==> config.mk <==
export PLATFORM = sky130hd
export DESIGN_NAME = utf8_stream_decoder
export DESIGN_NICKNAME = d
export VERILOG_FILES = /design/src/design/utf8sd_pkg.sv /design/src/design/utf8sd_decode.sv /design/src/design/utf8sd_upper.sv /design/src/design/utf8sd_out.sv /design/src/design/utf8_stream_decoder.sv
export VERILOG_INCLUDE_DIRS = /design/src /design/src/design
export SDC_FILE = /design/constraint.sdc
export NUM_CORES = 1
export LEC_CHECK = 0
export ABC_AREA = 1
export BUFFER_PORTS_ARGS = -buffer_cell sky130_fd_sc_hd__clkbuf_2
export CORE_MARGIN = 2
export CORE_UTILIZATION = 35
export CTS_CLUSTER_DIAMETER = 150
export CTS_CLUSTER_SIZE = 16
export DETAILED_ROUTE_END_ITERATION = 12
export GPL_TIMING_DRIVEN = 0
export MAX_ROUTING_LAYER = met4
export PLACE_DENSITY = 0.53
export SETUP_SLACK_MARGIN = 0.4
export SYNTH_ARGS = -nofsm -noshare
export SYNTH_HDL_FRONTEND = slang
export SYNTH_SLANG_ARGS = --single-unit
==> constraint.sdc <==
create_clock -name clk_i -period 3.8 [get_ports clk_i]
set_input_delay 0.38 -clock clk_i [delete_from_list [all_inputs] [get_ports clk_i]]
set_output_delay 0.38 -clock clk_i [all_outputs]
set_load 0.005 [all_outputs]
==> src/design/utf8_stream_decoder_macros.svh <==
// Assertion macros shared by the UTF-8 stream decoder modules.
`ifndef UTF8_STREAM_DECODER_MACROS_SVH
`define UTF8_STREAM_DECODER_MACROS_SVH

// Clocked assertion that is switched off while reset is asserted.
`define U8SD_ASSERT(lbl, prop, msg) \
  lbl: assert property (@(posedge clk_i) disable iff (!rst_ni) prop) else $error(msg);

// Clocked assertion that also holds during reset.
`define U8SD_ASSERT_ALWAYS(lbl, prop, msg) \
  lbl: assert property (@(posedge clk_i) prop) else $error(msg);

`endif

==> src/design/utf8sd_pkg.sv <==
// Types and constants shared by the UTF-8 stream decoder modules.
package utf8sd_pkg;

  localparam int unsigned CP_W = 21;

  localparam logic [CP_W-1:0] MAX_CP      = 21'h10FFFF;
  localparam logic [CP_W-1:0] SURR_LO     = 21'h00D800;
  localparam logic [CP_W-1:0] SURR_HI     = 21'h00DFFF;
  localparam logic [CP_W-1:0] MIN_CP_LEN2 = 21'h000080;
  localparam logic [CP_W-1:0] MIN_CP_LEN3 = 21'h000800;
  localparam logic [CP_W-1:0] MIN_CP_LEN4 = 21'h010000;
  localparam logic [CP_W-1:0] REPL_RESET  = 21'h00FFFD;

  // Configuration register indexes.
  localparam logic REG_REPL_CODE  = 1'b0;
  localparam logic REG_UPPER_EN   = 1'b1;

  // The results caused by one byte: cnt results, all replacements except
  // that the final one is the decoded code point when tail_ok is set.
  typedef struct packed {
    logic [2:0]      cnt;
    logic            tail_ok;
    logic [CP_W-1:0] cp;
  } grp_t;

endpackage

==> src/design/utf8sd_decode.sv <==
// Sequence state and byte decode for the UTF-8 stream decoder.
`include "utf8_stream_decoder_macros.svh"

module utf8sd_decode (
  input  logic              clk_i,
  input  logic              rst_ni,
  input  logic              adv_i,
  input  logic [7:0]        byte_i,
  output utf8sd_pkg::grp_t  grp_o
);
  import utf8sd_pkg::*;

  logic [2:0]      el_q, el_d;
  logic [2:0]      br_q, br_d;
  logic [CP_W-1:0] pv_q, pv_d;
  logic [CP_W-1:0] pv_ext;
  logic [2:0]      br_inc;
  logic [2:0]      pre;
  logic            bad;

  assign pv_ext = {pv_q[CP_W-7:0], byte_i[5:0]};
  assign br_inc = br_q + 3'd1;

  always_comb begin
    bad = ((el_q == 3'd2) && (pv_ext < MIN_CP_LEN2)) ||
          ((el_q == 3'd3) && (pv_ext < MIN_CP_LEN3)) ||
          ((el_q == 3'd4) && (pv_ext < MIN_CP_LEN4)) ||
          ((pv_ext >= SURR_LO) && (pv_ext <= SURR_HI)) ||
          (pv_ext > MAX_CP);
  end

  always_comb begin
    el_d  = el_q;
    br_d  = br_q;
    pv_d  = pv_q;
    grp_o = '0;
    pre   = 3'd0;
    if ((el_q != 3'd0) && (byte_i[7:6] == 2'b10)) begin
      pv_d = pv_ext;
      br_d = br_inc;
      if (br_inc >= el_q) begin
        el_d = 3'd0;
        br_d = 3'd0;
        pv_d = '0;
        if (bad) begin
          grp_o.cnt = el_q;
        end else begin
          grp_o.cnt     = 3'd1;
          grp_o.tail_ok = 1'b1;
          grp_o.cp      = pv_ext;
        end
      end
    end else begin
      // A sequence cut short by a non-continuation byte gives one replacement.
      if (el_q != 3'd0) begin
        pre = 3'd1;
      end
      grp_o.cnt = pre;
      el_d      = 3'd0;
      br_d      = 3'd0;
      pv_d      = '0;
      if (byte_i == 8'h00) begin
        grp_o.cnt = pre;
      end else if (!byte_i[7]) begin
        grp_o.cnt     = pre + 3'd1;
        grp_o.tail_ok = 1'b1;
        grp_o.cp      = {{(CP_W-8){1'b0}}, byte_i};
      end else if (byte_i[7:5] == 3'b110) begin
        el_d = 3'd2;
        br_d = 3'd1;
        pv_d = {{(CP_W-5){1'b0}}, byte_i[4:0]};
      end else if (byte_i[7:4] == 4'b1110) begin
        el_d = 3'd3;
        br_d = 3'd1;
        pv_d = {{(CP_W-4){1'b0}}, byte_i[3:0]};
      end else if (byte_i[7:3] == 5'b11110) begin
        el_d = 3'd4;
        br_d = 3'd1;
        pv_d = {{(CP_W-3){1'b0}}, byte_i[2:0]};
      end else begin
        grp_o.cnt = pre + 3'd1;
      end
    end
  end

  always_ff @(posedge clk_i or negedge rst_ni) begin
    if (!rst_ni) begin
      el_q <= 3'd0;
      br_q <= 3'd0;
      pv_q <= '0;
    end else if (adv_i) begin
      el_q <= el_d;
      br_q <= br_d;
      pv_q <= pv_d;
    end
  end

  `U8SD_ASSERT(a_len_legal,
    (el_q == 3'd0) || (el_q == 3'd2) || (el_q == 3'd3) || (el_q == 3'd4),
    "expected length out of range")
  `U8SD_ASSERT(a_cnt_below_len,
    (el_q != 3'd0) |-> ((br_q != 3'd0) && (br_q < el_q)),
    "received count not below expected length")
  `U8SD_ASSERT(a_idle_clear,
    (el_q == 3'd0) |-> ((br_q == 3'd0) && (pv_q == '0)),
    "sequence state not clear while nothing is pending")

endmodule

==> src/design/utf8sd_upper.sv <==
// Optional upper-case map applied to a decoded code point.
module utf8sd_upper (
  input  logic                        en_i,
  input  utf8sd_pkg::grp_t            grp_i,
  output utf8sd_pkg::grp_t            grp_o
);
  import utf8sd_pkg::*;

  logic [CP_W-1:0] cp;
  logic [CP_W-1:0] up;

  assign cp = grp_i.cp;

  always_comb begin
    if ((cp >= 21'h61) && (cp <= 21'h7A)) begin
      up = cp - 21'h20;
    end else if ((cp >= 21'hE0) && (cp <= 21'hFE) && (cp != 21'hF7)) begin
      up = cp - 21'h20;
    end else if (cp == 21'hFF) begin
      up = 21'h178;
    end else if (cp == 21'h131) begin
      up = 21'h49;
    end else if (cp == 21'h17F) begin
      up = 21'h53;
    end else if ((cp >= 21'h100) && (cp <= 21'h137)) begin
      up = cp[0] ? cp - 21'h1 : cp;
    end else if ((cp >= 21'h139) && (cp <= 21'h148)) begin
      up = cp[0] ? cp : cp - 21'h1;
    end else if ((cp >= 21'h14A) && (cp <= 21'h177)) begin
      up = cp[0] ? cp - 21'h1 : cp;
    end else if ((cp == 21'h17A) || (cp == 21'h17C) || (cp == 21'h17E)) begin
      up = cp - 21'h1;
    end else if (cp == 21'h1A1) begin
      up = 21'h1A0;
    end else if (cp == 21'h1B0) begin
      up = 21'h1AF;
    end else if (cp == 21'h3C2) begin
      up = 21'h3A3;
    end else if ((cp >= 21'h3B1) && (cp <= 21'h3C9)) begin
      up = cp - 21'h20;
    end else if ((cp >= 21'h430) && (cp <= 21'h44F)) begin
      up = cp - 21'h20;
    end else if ((cp >= 21'h450) && (cp <= 21'h45F)) begin
      up = cp - 21'h50;
    end else if ((cp >= 21'h1E00) && (cp <= 21'h1EFF)) begin
      up = cp[0] ? cp - 21'h1 : cp;
    end else begin
      up = cp;
    end
  end

  always_comb begin
    grp_o = grp_i;
    if (en_i && grp_i.tail_ok) begin
      grp_o.cp = up;
    end
  end

endmodule

==> src/design/utf8sd_out.sv <==
// Result register that hands out the results of one byte, one per cycle while the output is not stalled.
`include "utf8_stream_decoder_macros.svh"

module utf8sd_out (
  input  logic                        clk_i,
  input  logic                        rst_ni,
  input  logic                        load_i,
  input  utf8sd_pkg::grp_t            grp_i,
  input  logic [utf8sd_pkg::CP_W-1:0] repl_code_i,
  input  logic                        out_stall_i,
  output logic                        free_o,
  output logic                        out_valid_o,
  output logic [utf8sd_pkg::CP_W-1:0] code_point_o,
  output logic                        was_replaced_o,
  output logic                        last_of_run_o
);
  import utf8sd_pkg::*;

  logic            valid_q, valid_d;
  logic [2:0]      cnt_q, cnt_d;
  logic            tail_q;
  logic [CP_W-1:0] cp_q;
  logic            pop;
  logic            last;
  logic            is_tail;

  assign pop     = valid_q && !out_stall_i;
  assign last    = (cnt_q == 3'd1);
  assign free_o  = !valid_q || (pop && last);
  assign is_tail = last && tail_q;

  assign out_valid_o    = valid_q;
  assign code_point_o   = is_tail ? cp_q : repl_code_i;
  assign was_replaced_o = !is_tail;
  assign last_of_run_o  = last;

  always_comb begin
    valid_d = valid_q;
    cnt_d   = cnt_q;
    if (load_i) begin
      valid_d = 1'b1;
      cnt_d   = grp_i.cnt;
    end else if (pop) begin
      cnt_d = cnt_q - 3'd1;
      if (last) begin
        valid_d = 1'b0;
      end
    end
  end

  always_ff @(posedge clk_i or negedge rst_ni) begin
    if (!rst_ni) begin
      valid_q <= 1'b0;
      cnt_q   <= 3'd0;
    end else begin
      valid_q <= valid_d;
      cnt_q   <= cnt_d;
    end
  end

  always_ff @(posedge clk_i) begin
    if (load_i) begin
      tail_q <= grp_i.tail_ok;
      cp_q   <= grp_i.cp;
    end
  end

  `U8SD_ASSERT(a_cnt_range, valid_q |-> ((cnt_q != 3'd0) && (cnt_q <= 3'd4)), "result count out of range while valid")
  `U8SD_ASSERT(a_tail_short, (valid_q && tail_q) |-> (cnt_q <= 3'd2), "decoded point behind more than one replacement")
  `U8SD_ASSERT(a_drain, (pop && last && !load_i) |=> !valid_q, "result register not empty after its last result")

endmodule

==> src/design/utf8_stream_decoder.sv <==
// Top level of the UTF-8 stream decoder: byte in, code points out.
//
//   channel   direction  handshake               payload
//   in        input      in_valid_i/in_stall_o   data_byte_i
//   out       output     out_valid_o/out_stall_i code_point_o, was_replaced_o, last_of_run_o
//   cfg       input      cfg_we_i                cfg_idx_i, cfg_data_i
//
// An item is accepted into the input register and decoded from there, and its
// results go to the result register once that is free; a byte can be taken
// every cycle while nothing backs up. A byte that causes k results holds the
// result register until all k are taken (k is at most four, for a rejected
// four-byte sequence), so the input waits while those results drain.
// Bytes that cause no result (lead bytes, the zero byte with nothing pending,
// continuation bytes mid-sequence) pass without using the result register.
// Reset clears the sequence state and both registers, restores the
// replacement code to FFFD and turns the upper-case map off.
// The input register waits while the result register is still busy, so a
// stall on the output backs up to in_stall_o within the same cycle.
module utf8_stream_decoder (
  input  logic                        clk_i,
  input  logic                        rst_ni,
  input  logic                        in_valid_i,
  output logic                        in_stall_o,
  input  logic [7:0]                  data_byte_i,
  output logic                        out_valid_o,
  input  logic                        out_stall_i,
  output logic [utf8sd_pkg::CP_W-1:0] code_point_o,
  output logic                        was_replaced_o,
  output logic                        last_of_run_o,
  input  logic                        cfg_we_i,
  input  logic                        cfg_idx_i,
  input  logic [utf8sd_pkg::CP_W-1:0] cfg_data_i
);
  import utf8sd_pkg::*;

  logic [CP_W-1:0] repl_q;
  logic            upper_q;

  logic            a_valid_q, a_valid_d;
  logic [7:0]      a_byte_q;
  logic            a_adv;
  logic            in_acc;
  logic            out_free;

  grp_t            grp_raw;
  grp_t            grp_map;

  // Configuration registers; the user must write them only while the block is idle, which the block does not enforce.
  always_ff @(posedge clk_i or negedge rst_ni) begin
    if (!rst_ni) begin
      repl_q  <= REPL_RESET;
      upper_q <= 1'b0;
    end else if (cfg_we_i) begin
      case (cfg_idx_i)
        REG_REPL_CODE: repl_q  <= cfg_data_i;
        REG_UPPER_EN:  upper_q <= cfg_data_i[0];
        default:       ;
      endcase
    end
  end

  // The held byte moves on when it has no result or the result register
  // frees up in this cycle.
  assign a_adv      = a_valid_q && ((grp_map.cnt == 3'd0) || out_free);
  assign in_stall_o = a_valid_q && !a_adv;
  assign in_acc     = in_valid_i && !in_stall_o;

  always_comb begin
    a_valid_d = a_valid_q;
    if (in_acc) begin
      a_valid_d = 1'b1;
    end else if (a_adv) begin
      a_valid_d = 1'b0;
    end
  end

  always_ff @(posedge clk_i or negedge rst_ni) begin
    if (!rst_ni) begin
      a_valid_q <= 1'b0;
    end else begin
      a_valid_q <= a_valid_d;
    end
  end

  always_ff @(posedge clk_i) begin
    if (in_acc) begin
      a_byte_q <= data_byte_i;
    end
  end

  utf8sd_decode u_decode (
    .clk_i  (clk_i),
    .rst_ni (rst_ni),
    .adv_i  (a_adv),
    .byte_i (a_byte_q),
    .grp_o  (grp_raw)
  );

  utf8sd_upper u_upper (
    .en_i  (upper_q),
    .grp_i (grp_raw),
    .grp_o (grp_map)
  );

  utf8sd_out u_out (
    .clk_i          (clk_i),
    .rst_ni         (rst_ni),
    .load_i         (a_adv && (grp_map.cnt != 3'd0)),
    .grp_i          (grp_map),
    .repl_code_i    (repl_q),
    .out_stall_i    (out_stall_i),
    .free_o         (out_free),
    .out_valid_o    (out_valid_o),
    .code_point_o   (code_point_o),
    .was_replaced_o (was_replaced_o),
    .last_of_run_o  (last_of_run_o)
  );

endmodule

-- After elaboration in Yosys (flattened, before gate mapping)
Index checks and enable logic that the tools add are counted.
- word-level logic and storage cells: 170
- flip-flop bits (word level): 78
- add/subtract/negate cells: 6
- bitwise gates (word level): 1
- muxes and demuxes: 61
- equal/unequal tests: 19
- $lt $le $gt $ge: 25
- reductions and logical operators: 47
- operators with widths (kind ; number):
    21-bit two-way mux ; 20
    21-bit by 9-bit equality test with 1-bit output (second input constant) ; 7
    15-bit two-way mux ; 5
    3-bit two-way mux ; 23
    22-bit two-way mux ; 3
    21-bit by 9-bit >= comparator with 1-bit output (second input constant) ; 3
    21-bit by 9-bit <= comparator with 1-bit output (second input constant) ; 3
    25-bit two-way mux ; 2
    21-bit by 11-bit >= comparator with 1-bit output (second input constant) ; 2
    21-bit by 11-bit <= comparator with 1-bit output (second input constant) ; 2
    1-bit logical AND ; 23
    21-bit by 10-bit equality test with 1-bit output (second input constant) ; 1
    21-bit by 8-bit equality test with 1-bit output (second input constant) ; 1
    21-bit by 10-bit >= comparator with 1-bit output (second input constant) ; 1
    21-bit by 13-bit >= comparator with 1-bit output (second input constant) ; 1
    21-bit by 16-bit >= comparator with 1-bit output (second input constant) ; 1
    21-bit by 7-bit >= comparator with 1-bit output (second input constant) ; 1
    21-bit by 8-bit >= comparator with 1-bit output (second input constant) ; 1
    21-bit greater-than comparator (second input constant) ; 1
    21-bit by 10-bit <= comparator with 1-bit output (second input constant) ; 1
    21-bit by 13-bit <= comparator with 1-bit output (second input constant) ; 1
    21-bit by 16-bit <= comparator with 1-bit output (second input constant) ; 1
    21-bit by 7-bit <= comparator with 1-bit output (second input constant) ; 1
    21-bit by 8-bit <= comparator with 1-bit output (second input constant) ; 1
    other kinds (27) ; 53

-- Logic depth before layout (Yosys ltp)
Gate-level depths: netlist (run 1).
- word-level depth: 29
- depth in mapped cells: 31

-- By module
From an unflattened synthesis (run 1), not the netlist that was laid out.
- cell total of the unflattened synthesis: 985
- area, all modules: 6736.5 um2
- modules (own cells, without submodules) (module ; area an instance (um2) ; cells each ; seq. area each (um2) ; times used):
    utf8sd_upper ; 2736.4 ; 517 ; 0.0 ; 1
    utf8sd_decode ; 1539.0 ; 222 ; 525.5 ; 1
    utf8sd_out ; 1237.4 ; 127 ; 760.7 ; 1
    utf8_stream_decoder ; 1223.7 ; 119 ; 834.6 ; 1

-- Least setup slack after synthesis (run 1)
Ideal clock, no wire load.
- path type: register -> register
- from: register u_decode.br_q[0]
- to: register u_out.cp_q[3] (data pin)
- setup time: 0.264 ns
- clock period less this slack: 3.777 ns
- slack: 0.023 ns
- arrival time: 3.514 ns
- stages on the path, launching flop included: 23
- cells stage by stage: dfrtp_1 -> ha_1 -> xor2_1 -> ha_1 -> nand3_1 -> nand3_1 -> nand2_2 -> clkinv_4 -> nand4_4 -> nand2_4 -> nand2_1 -> inv_1 -> buf_1 -> ha_1 -> inv_1 -> nor3_1 -> nand3_1 -> nand4_1 -> nand2_1 -> inv_1 -> nand2_1 -> nor3b_1 -> a21boi_1
- RTL lines (element ; RTL line ; RTL):
    start, declared ; utf8sd_decode.sv:14 ; logic [2:0] br_q, br_d;
    start signal, assigned ; utf8sd_decode.sv:93 ; br_q <= br_d;
    end signal, assigned ; utf8sd_out.sv:64 ; cp_q <= grp_i.cp;
    end, declared ; utf8sd_out.sv:22 ; logic [CP_W-1:0] cp_q;

==> results.py, run 1 <==
metrics = {
    "synth": {
        "syn_inst": 840,
        "synth_cell_types": 60,
        "synth_top_family_by_area": "simple AND/OR/NAND/NOR gates",
        "synth_seq_cells": 78,
        "yosys_warnings": 0,
        "synth_compound_area_share_pct": 11.3,
        "syn_nets": 892,
        "synth-async-reset-ratio_pct": 61.5,
        "synthMuxAreaShare_pct": 7.46,
        "synth_edf_count": 30,
        "yosys.area_share.simple_pct": 35.0,
        "syn_area_sq_um": 6330,
        "avgSynthCellArea_sq_um": 7.53,
        "synth_fa_ha_area_share_pct": 3.36,
        "synth_xor_area_share_pct": 0.969,
        "ys.flop_type": "dfrtp_1",
        "ys_seq_area_share_pct": 33.5,
    },
    "clock_tree": {
        "insertion_delay_ps": 350,
        "clock_sinks": 78,
        "cts_root_buf": "clkbuf_16",
        "numCtsBuffers": 9,
        "htreeDepth": 3,
        "clk_path_buf_depth": 2,
        "cts_tree": "yes",
        "clk_pin_slew_worst_paths_ps": 60,
    },
    "power": {
        "pwr-share-comb_pct": 61.8,
        "p_int_uw": 3160,
        "ir_drop_mv": 0.383,
        "power_leakage_uw": 0.00392,
        "clock_power_share_pct": 14.7,
        "switching_share_pct": 47.4,
        "p_switching_uw": 2850,
        "sequentialPowerShare_pct": 23.5,
        "power_density_nw_per_um2": 713,
    },
    "critical_path": {
        "reg2reg_depth": 30,
        "cpMostUsedCell": "nand2_1",
        "crit_slowest_cell": "dfrtp_1",
        "end_kind": "register",
        "critPathLaunch": "u_decode.br_q[1]",
        "required_ps": 3900,
        "crit_type": "register to register",
        "crit_fanout": 5,
        "r2r-start": "u_decode.br_q[1]",
        "max_stage_delay_ps": 380,
        "critPathLaunchType": "register",
        "arrival_ps": 3980,
    },
    "placement": {
        "dp_hpwl_um": 14900,
        "dp.cells": 1128,
        "post_dp_cell_area_sq_um": 6960,
        "numPortBuffers": 59,
        "place.gp.congestion": 0.960,
    },
    "floorplan": {
        "core_sq_um": 17800,
        "rows": 49,
        "start_util_pct": 35.5,
        "die_y_um": 138,
        "die_area_sq_um": 19200,
        "die_w_um": 138,
        "ios": 60,
    },
    "timing": {
        "tightest_slew_ps": 595,
        "finClkSkew_ps": 8.76,
        "final.setup.worst_slack_ps": -82.1,
        "fmax_mhz": 258,
        "fin_crit_sh_pct": 102,
        "max-slew-margin-rel_pct": 60.3,
        "hold_viol_final": 0,
        "period_needed_ps": 3880,
        "rsz0062_at_grt": "yes",
        "fin_hold_ws_ps": 203,
        "slew_viol_final": 0,
        "setup_viol": 9,
    },
    "global_routing": {
        "grt_max_degree": 49,
        "grt_pass1_wl_um": 31900,
        "antenna_found_initial": 0,
        "gr-total-overflow": 0,
        "grt_pass1_vias": 5967,
        "track_usage_pct": 21.5,
    },
    "hold_path": {
        "worstHoldStart": "data_byte_i[7]",
        "hp-class": "input pin to register",
        "min_path_cells": 1,
    },
    "routing": {
        "via_count": 6194,
        "wl_um": 20100,
        "drt_iter0_drc": 457,
        "drtAntennaViolNets": 0,
        "drt-wirelength-per-cell_um": 16.5,
        "drc": 0,
        "post_drt_via_cell_ratio": 5.10,
        "first_pass_iters": 6,
    },
    "cells_and_area": {
        "drive_gt1_share_pct": 37.9,
        "final_cell_area_sq_um": 8430,
        "nNetsFinal": 1033,
        "finalNonFillerCells": 1215,
        "fillers": 1774,
        "diodes": 0,
        "area_growth_pct": 33.2,
    },
    "flow_run": {
        "drv_cap": 0,
    },
    "status": {
        "violations": "setup timing",
        "status": "finished with violations",
    },
}
==> metal layers <==
metal,vias to the layer above,GRT usage [%],wire [um]
met5,-,-,0
met4,0,5.80,363
met3,26,3.67,875
met2,176,33.8,9450
met1,2898,28.9,9400
li1,3094,-,-
==> area by class of cell <==
class / count / area, sq um / area share, %
repair buffers: 128 / 900 / 10.7
well taps: 229 / 287 / 3.40
repair inverters: 2 / 12.5 / 0.148
flip-flops and latches: 78 / 2120 / 25.2
clock buffers: 9 / 225 / 2.67
inverters: 105 / 433 / 5.14
multi-input cells: 636 / 4190 / 49.7
plain buffers: 21 / 181 / 2.15
clock inverters: 7 / 78.8 / 0.935
==> registers in the layout (all words and copies together) (netlist names) <==
signal	flops
u_out.cp_q	21
a_valid_q	1
u_decode.br_q	3
repl_q	21
u_decode.pv_q	15
upper_q	1
u_out.tail_q	1
a_byte_q	8
u_out.out_valid_o	1
u_out.cnt_q	3
u_decode.el_q	3
==> power by group through the flow <==
stage	clock network [uW]	registers, uW	logic (uW)
6_report	883	1410	3720
5_1_grt	939	1440	4070
4_1_cts	909	1410	3450
3_5_place_dp	0	1420	2840
3_3_place_gp	0	1420	2840
2_1_floorplan	0	1350	2070
==> stage by stage <==
step	worst slack [ps]	setup TNS [ps]	util (%)	power (uW)
6_report	-82.1	-311	47.2	6010
5_1_grt	-313	-3720	47.2	6450
4_1_cts	-74.5	-282	45.3	5770
3_5_place_dp	-591	-10850	39.0	4260
3_3_place_gp	-606	-10530	39.0	4250
2_1_floorplan	216	0	-	3430
==> cells by family after synthesis <==
family,Yosys count
AO/OA/AOI/OAI,115
buffers and inverters,126
adder cells (fa/ha/maj),17
AND/OR/NAND/NOR,455
XOR/XNOR,7
multiplexers,42
flip-flops,78
==> final timing paths <==
kind | to | slack (ps)
max | u_out.cp_q[6] | -80
min | a_byte_q[7] | 200
max reg2reg | u_out.cp_q[6] | -80
min reg2reg | repl_q[0] | 500
max in group asynchronous | repl_q[13] | 2710
min in group asynchronous | repl_q[20] | 500
==> cells in the final DEF (no fill, tap or decap), types with 9 or more instances in the layout <==
cell type	netlist	routed
nand2_1	213	190
dfrtp_1	33	33
nor2_2	7	12
buf_6	1	9
ha_1	17	10
nand2_4	11	20
nand2_2	13	23
o21ai_0	51	39
nor2_1	83	69
o21ai_1	10	17
nor3_1	12	10
nand3_1	67	58
clkbuf_2	0	59
a21oi_1	14	10
buf_4	3	57
clkbuf_16	0	9
edfxtp_1	30	30
inv_2	10	14
nand4_1	21	21
nor2_4	6	15
inv_1	91	80
dfstp_2	15	15
nand3_2	7	14
mux2_2	41	41
==> worst max-delay path: cells and delay by family (launching register included) <==
| family | cells | cell delay (ps) |
|---|---|---|
| xor gates and xnor gates | 1 | 160 |
| adders and majority gates | 3 | 680 |
| DFF | 1 | 380 |
| and+or+nand+nor | 21 | 1740 |
| AOI/OAI and AO/OA | 2 | 370 |
| buffers and inverters | 3 | 290 |
==> timing repair <==
item	in CTS	in global routing
cloned	2	0
hold buffers	0	1
setup buffers	46	21
gates resized for setup	107	44
pin swaps	36	33
endpoints found under the setup margin	58	75
hold endpoints to repair	0	4
==> synthesized netlist by cell type (7+ instances only) <==
| cell type | count | area (sq um) |
|---|---|---|
| a21oi_1 | 14 | 70.1 |
| dfrtp_1 | 33 | 826 |
| dfstp_2 | 15 | 394 |
| edfxtp_1 | 30 | 901 |
| ha_1 | 17 | 213 |
| inv_1 | 91 | 342 |
| inv_2 | 10 | 37.5 |
| mux2_2 | 41 | 462 |
| nand2_1 | 213 | 800 |
| nand2_2 | 13 | 81.3 |
| nand2_4 | 11 | 124 |
| nand3_1 | 67 | 335 |
| nand3_2 | 7 | 70.1 |
| nand4_1 | 21 | 131 |
| nor2_1 | 83 | 312 |
| nor2_2 | 7 | 43.8 |
| nor3_1 | 12 | 60.1 |
| o211ai_1 | 7 | 52.6 |
| o21ai_0 | 51 | 255 |
| o21ai_1 | 10 | 50.1 |
Note: power is estimated with default switching activity, not from simulation.
==> inputs of run 2 (changes only) <==
- PLACE_DENSITY: 0.53 -> 0.51
- clock period: 3.8 -> 3.9 ns (I/O delays scaled with it)
==> results.py, run 2 (synthesis gave the netlist of run 1 again) <==
metrics = {
    "global_routing": {
        "track_usage_pct": 21.6,
        "grt_pass1_wl_um": 32200,
        "gr-total-overflow": 0,
        "grt_max_degree": 49,
        "antenna_found_initial": 1,
        "grt_pass1_vias": 5894,
    },
    "clock_tree": {
        "clk_path_buf_depth": 2,
        "clk_pin_slew_worst_paths_ps": 70,
        "htreeDepth": 3,
        "clock_sinks": 78,
        "cts_hold_buf": 0,
        "insertion_delay_ps": 350,
        "cts_tree": "yes",
        "cts_root_buf": "clkbuf_16",
        "numCtsBuffers": 9,
    },
    "cells_and_area": {
        "top_regs": "repl_q (21), u_out.cp_q (21), u_decode.pv_q (15)",
        "final_cell_mix": "nand2_1, inv_1, nor2_1",
        "post-route-util_pct": 45.5,
        "area_growth_pct": 28.4,
        "nNetsFinal": 1011,
        "drive_gt1_share_pct": 35.1,
        "fillers": 1830,
        "layout_commonest_cell": "nand2_1",
        "multi_input_area_sq_um": 4090,
        "seqCellArea_sq_um": 2120,
    },
    "timing": {
        "fin_hold_ws_ps": -3.90,
        "period_needed_ps": 3830,
        "rsz0062_at_grt": "yes",
        "hold_viol_final": 2,
        "fin_crit_sh_pct": 98.3,
        "fmax_mhz": 261,
        "max-slew-margin-rel_pct": 58.9,
        "setup_viol": 0,
        "finClkSkew_ps": 6.06,
        "tightest_slew_ps": 617,
        "slew_viol_final": 0,
    },
    "routing": {
        "drc": 0,
        "post_drt_via_cell_ratio": 5.13,
        "drt_iter0_drc": 417,
        "wl_um": 19900,
        "drtAntennaViolNets": 0,
        "first_pass_iters": 5,
        "drt-wirelength-per-cell_um": 16.7,
        "via_count": 6121,
    },
    "critical_path": {
        "crit_type": "register to register",
        "crit_fanout": 4,
        "arrival_ps": 3940,
        "critPathLaunchType": "register",
        "end_kind": "register",
        "required_ps": 4010,
    },
    "floorplan": {
        "core_sq_um": 17800,
        "start_util_pct": 35.5,
        "ios": 60,
        "die_area_sq_um": 19200,
        "die_w_um": 138,
        "die_y_um": 138,
        "rows": 49,
    },
    "placement": {
        "place.gp.congestion": 0.929,
        "dp_hpwl_um": 15000,
        "numPortBuffers": 59,
    },
    "power": {
        "clock_power_share_pct": 14.2,
        "power_leakage_uw": 0.00379,
        "sequentialPowerShare_pct": 24.5,
        "p_int_uw": 2900,
        "ir_drop_mv": 0.301,
        "p_switching_uw": 2730,
        "pwr-share-comb_pct": 61.3,
        "switching_share_pct": 48.5,
        "power_density_nw_per_um2": 693,
    },
    "status": {
        "violations": "hold timing",
        "status": "finished with violations",
    },
    "flow_run": {
        "drv_cap": 0,
    },
    "hold_path": {
        "hp-class": "input pin to asynchronous set/reset pin",
    },
}
==> run 2: cell count changes in the layout (fill, tap and decap cells not counted), sizes merged <==
cell / delta
clkinvlp: +1
inv: -2
dlygate4sd3: -1
buf: -24
clkbuf: +2
clkinv: +3
diode: +1
bufinv: -1
==> run 2: cell type report <==
cell class / instances / share of cell area [%]
antenna: 1 / 0.0308
buffer: 21 / 2.17
clock buffer: 9 / 2.77
clock inverter: 7 / 0.693
inverter: 105 / 5.44
multi-input combinational: 636 / 50.3
sequential: 78 / 26.1
tap: 229 / 3.53
timing repair buffer: 105 / 8.69
timing repair inverter: 3 / 0.246
==> run 2: what timing repair did <==
item | 4_1_cts | 5_1_grt
resized for setup | 84 | 50
setup buffers | 34 | 11
endpoints found under the setup margin | 45 | 59
gates cloned | 1 | 2
pin swaps | 28 | 17
==> run 2: layer usage <==
layer  routed length [um]  up-vias  global-route usage, %
met1                 9250     2840                   29.2
met3                 1120       29                   3.64
met5                    0        -                      -
li1                     -     3050                      -
met4                  401        0                   6.44
met2                 9170      202                   33.5
==> run 2: critical path, stage by stage (launching register included) <==
cell,delay [ps]
dfrtp_1,390
ha_2,180
xor2_1,170
ha_1,330
nand3_1,90
nand3_2,130
nand2_4,90
clkinv_8,60
nand4_4,110
buf_12,170
a21oi_4,200
ha_4,170
inv_2,50
nor2_1,80
nand4_1,130
buf_4,170
buf_4,130
o21ai_4,140
a21oi_4,110
buf_4,140
buf_6,110
o21ai_1,110
nand3_1,90
nand2_1,70
nand3_1,60
nand2_1,60
nand2_1,50
==> run 2: power by group through the flow <==
stage	clock, uW	combinational (uW)	sequential (uW)
final	797	3450	1380
after global routing	855	3820	1410
after CTS	826	3220	1380
after detailed placement	0	2750	1390
after global placement	0	2760	1380
after floorplan	0	2010	1320
==> run 2: path summary, 6_finish.rpt <==
kind,startpoint,endpoint,slack (ps),cells past startpoint
max in group asynchronous,rst_ni,u_decode.pv_q[0],3360,2
min in group clk_i,data_byte_i[2],a_byte_q[2],220,1
max,u_decode.br_q[0],u_out.cp_q[1],70,26
max reg2reg,u_decode.br_q[0],u_out.cp_q[1],70,26
min,rst_ni,repl_q[17],-4,1
min reg2reg,repl_q[1],repl_q[1],500,1
==> run 2: stage by stage <==
step	setup slack, ps	TNS [ps]	std cells	cell area [sq um]	power, uW
final	67.0	0	1194	8120	5630
after detailed placement	-443	-6640	1128	6950	4140
after global placement	-471	-6180	1128	6950	4140
after global routing	-222	-1170	1194	8120	6090
after floorplan	315	0	840	6360	3330
after CTS	75.0	0	1179	7840	5420
==> inputs of run 3 (changes only) <==
- MAX_ROUTING_LAYER: met4 -> default
==> results.py, run 3 (synthesis gave the netlist of run 1 again) <==
metrics = {
    "clock_tree": {
        "insertion_delay_ps": 350,
        "htreeDepth": 3,
        "clk_pin_slew_worst_paths_ps": 70,
        "numCtsBuffers": 9,
        "clock_sinks": 78,
        "clk_path_buf_depth": 2,
        "cts_tree": "yes",
        "cts_root_buf": "clkbuf_16",
    },
    "global_routing": {
        "grt_pass1_wl_um": 32400,
        "grt_max_degree": 49,
        "grt_pass1_vias": 6000,
        "track_usage_pct": 21.2,
        "gr-total-overflow": 0,
        "antenna_found_initial": 1,
    },
    "power": {
        "power_leakage_uw": 0.00393,
        "power_density_nw_per_um2": 698,
        "ir_drop_mv": 0.310,
    },
    "hold_path": {
        "hp-class": "input pin to asynchronous set/reset pin",
    },
    "routing": {
        "via_count": 6280,
        "drc": 0,
        "wl_um": 20300,
        "first_pass_iters": 5,
        "drtAntennaViolNets": 0,
        "drt-wirelength-per-cell_um": 16.7,
        "post_drt_via_cell_ratio": 5.17,
        "drt_iter0_drc": 400,
    },
    "placement": {
        "place_ws_ps": -459,
        "numPortBuffers": 59,
        "dp_hpwl_um": 14900,
        "place.gp.congestion": 0.915,
    },
    "status": {
        "violations": "setup timing",
        "status": "finished with violations",
    },
    "cells_and_area": {
        "area_growth_pct": 32.5,
        "post-route-util_pct": 47.0,
        "drive_gt1_share_pct": 37.8,
        "final_cell_mix": "nand2_1, inv_1, nor2_1",
        "diodes": 0,
        "nNetsFinal": 1032,
        "layout_commonest_cell": "nand2_1",
        "top_regs": "repl_q (21), u_out.cp_q (21), u_decode.pv_q (15)",
    },
    "floorplan": {
        "start_util_pct": 35.5,
        "rows": 49,
        "die_w_um": 138,
        "core_sq_um": 17800,
        "ios": 60,
        "die_y_um": 138,
        "die_area_sq_um": 19200,
    },
    "critical_path": {
        "end_kind": "register",
        "required_ps": 4010,
        "reg2reg_slack_ps": -4,
        "arrival_ps": 4010,
        "max_stage_delay_ps": 420,
        "crit_slowest_cell": "dfrtp_1",
        "crit_fanout": 5,
        "reg2reg_depth": 30,
        "r2r-end": "u_out.cp_q[6]",
        "critPathLaunchType": "register",
        "crit_type": "register to register",
        "r2r-start": "u_decode.br_q[0]",
        "cpMostUsedCell": "nand2_1",
    },
    "timing": {
        "final.setup.worst_slack_ps": -4.02,
        "fmax_mhz": 256,
        "fin_crit_sh_pct": 100,
        "max-slew-margin-rel_pct": 59.0,
        "tightest_slew_ps": 615,
        "setup_viol": 1,
        "finClkSkew_ps": 8.84,
        "hold_viol_final": 0,
        "slew_viol_final": 0,
        "period_needed_ps": 3900,
        "rsz0062_at_grt": "yes",
    },
    "flow_run": {
        "drv_cap": 0,
    },
}
==> run 3: routing by layer <==
| metal | wire [um] | GRT usage [%] | vias up |
|---|---|---|---|
| met4 | 401 | 7.04 | 2 |
| li1 | - | - | 3079 |
| met1 | 9180 | 28.6 | 2959 |
| met3 | 1230 | 3.98 | 32 |
| met2 | 9490 | 34.3 | 208 |
| met5 | 13 | 0 | - |
==> run 3: how the worst max path moves through the flow <==
| stage | slack, ps | from | end | depth (start not counted) |
|---|---|---|---|---|
| after CTS | 70 | u_decode.br_q[0] | u_out.cp_q[6] | 30 |
| after global placement | -480 | u_decode.br_q[0] | u_out.cp_q[6] | 27 |
| after floorplan | 320 | u_decode.br_q[0] | u_out.cp_q[4] | 30 |
| final | -4 | u_decode.br_q[0] | u_out.cp_q[6] | 30 |
| after detailed placement | -460 | u_decode.br_q[0] | u_out.cp_q[6] | 27 |
| after global routing | -230 | u_decode.br_q[0] | u_out.cp_q[6] | 30 |
==> run 3: report_power, final <==
part           internal (uW)  leakage, uW  total, uW  switching [uW]
Sequential              1210     0.000871       1380             169
Clock                    445     0.000140        824             379
Combinational           1400      0.00292       3660            2260
==> run 3: repair_timing <==
| item | 4_1_cts | 5_1_grt |
|---|---|---|
| setup endpoints to repair | 47 | 56 |
| hold buffers | 0 | 0 |
| gates resized for setup | 92 | 61 |
| hold endpoints to repair | 0 | 0 |
| cloned | 1 | 1 |
| setup buffers | 47 | 20 |
| pin swaps | 36 | 25 |
==> run 3: per-stage QoR <==
step / instance area (sq um) / hold WS [ps] / power [uW] / instances / TNS, ps
floorplan: 6360 / 94.4 / 3330 / 840 / 0
global placement: 6950 / 486 / 4140 / 1128 / -6580
detailed placement: 6950 / 492 / 4130 / 1128 / -8030
CTS: 7970 / 197 / 5510 / 1192 / 0
global route: 8380 / 76.6 / 6310 / 1214 / -1150
finish: 8380 / 35.7 / 5850 / 1214 / -4.02
==> run 3: layout make-up <==
type	count	area, sq um
Tap cell	229	287
Buffer	21	173
Inverter	105	442
Clock buffer	9	225
Timing Repair inverter	2	15.0
Timing Repair Buffer	127	902
Sequential cell	78	2120
Fill cell	1783	9460
Multi-Input combinational cell	636	4160
Clock inverter	7	60.1
==> run 3: critical path: cells and delay by family (launching register included) <==
family / cells / cell delay, ps
XOR/XNOR: 1 / 160
buffers and inverters: 6 / 700
AO/OA/AOI/OAI: 1 / 210
AND/OR/NAND/NOR: 19 / 1510
flip-flops: 1 / 420
adder cells (fa/ha/maj): 3 / 660
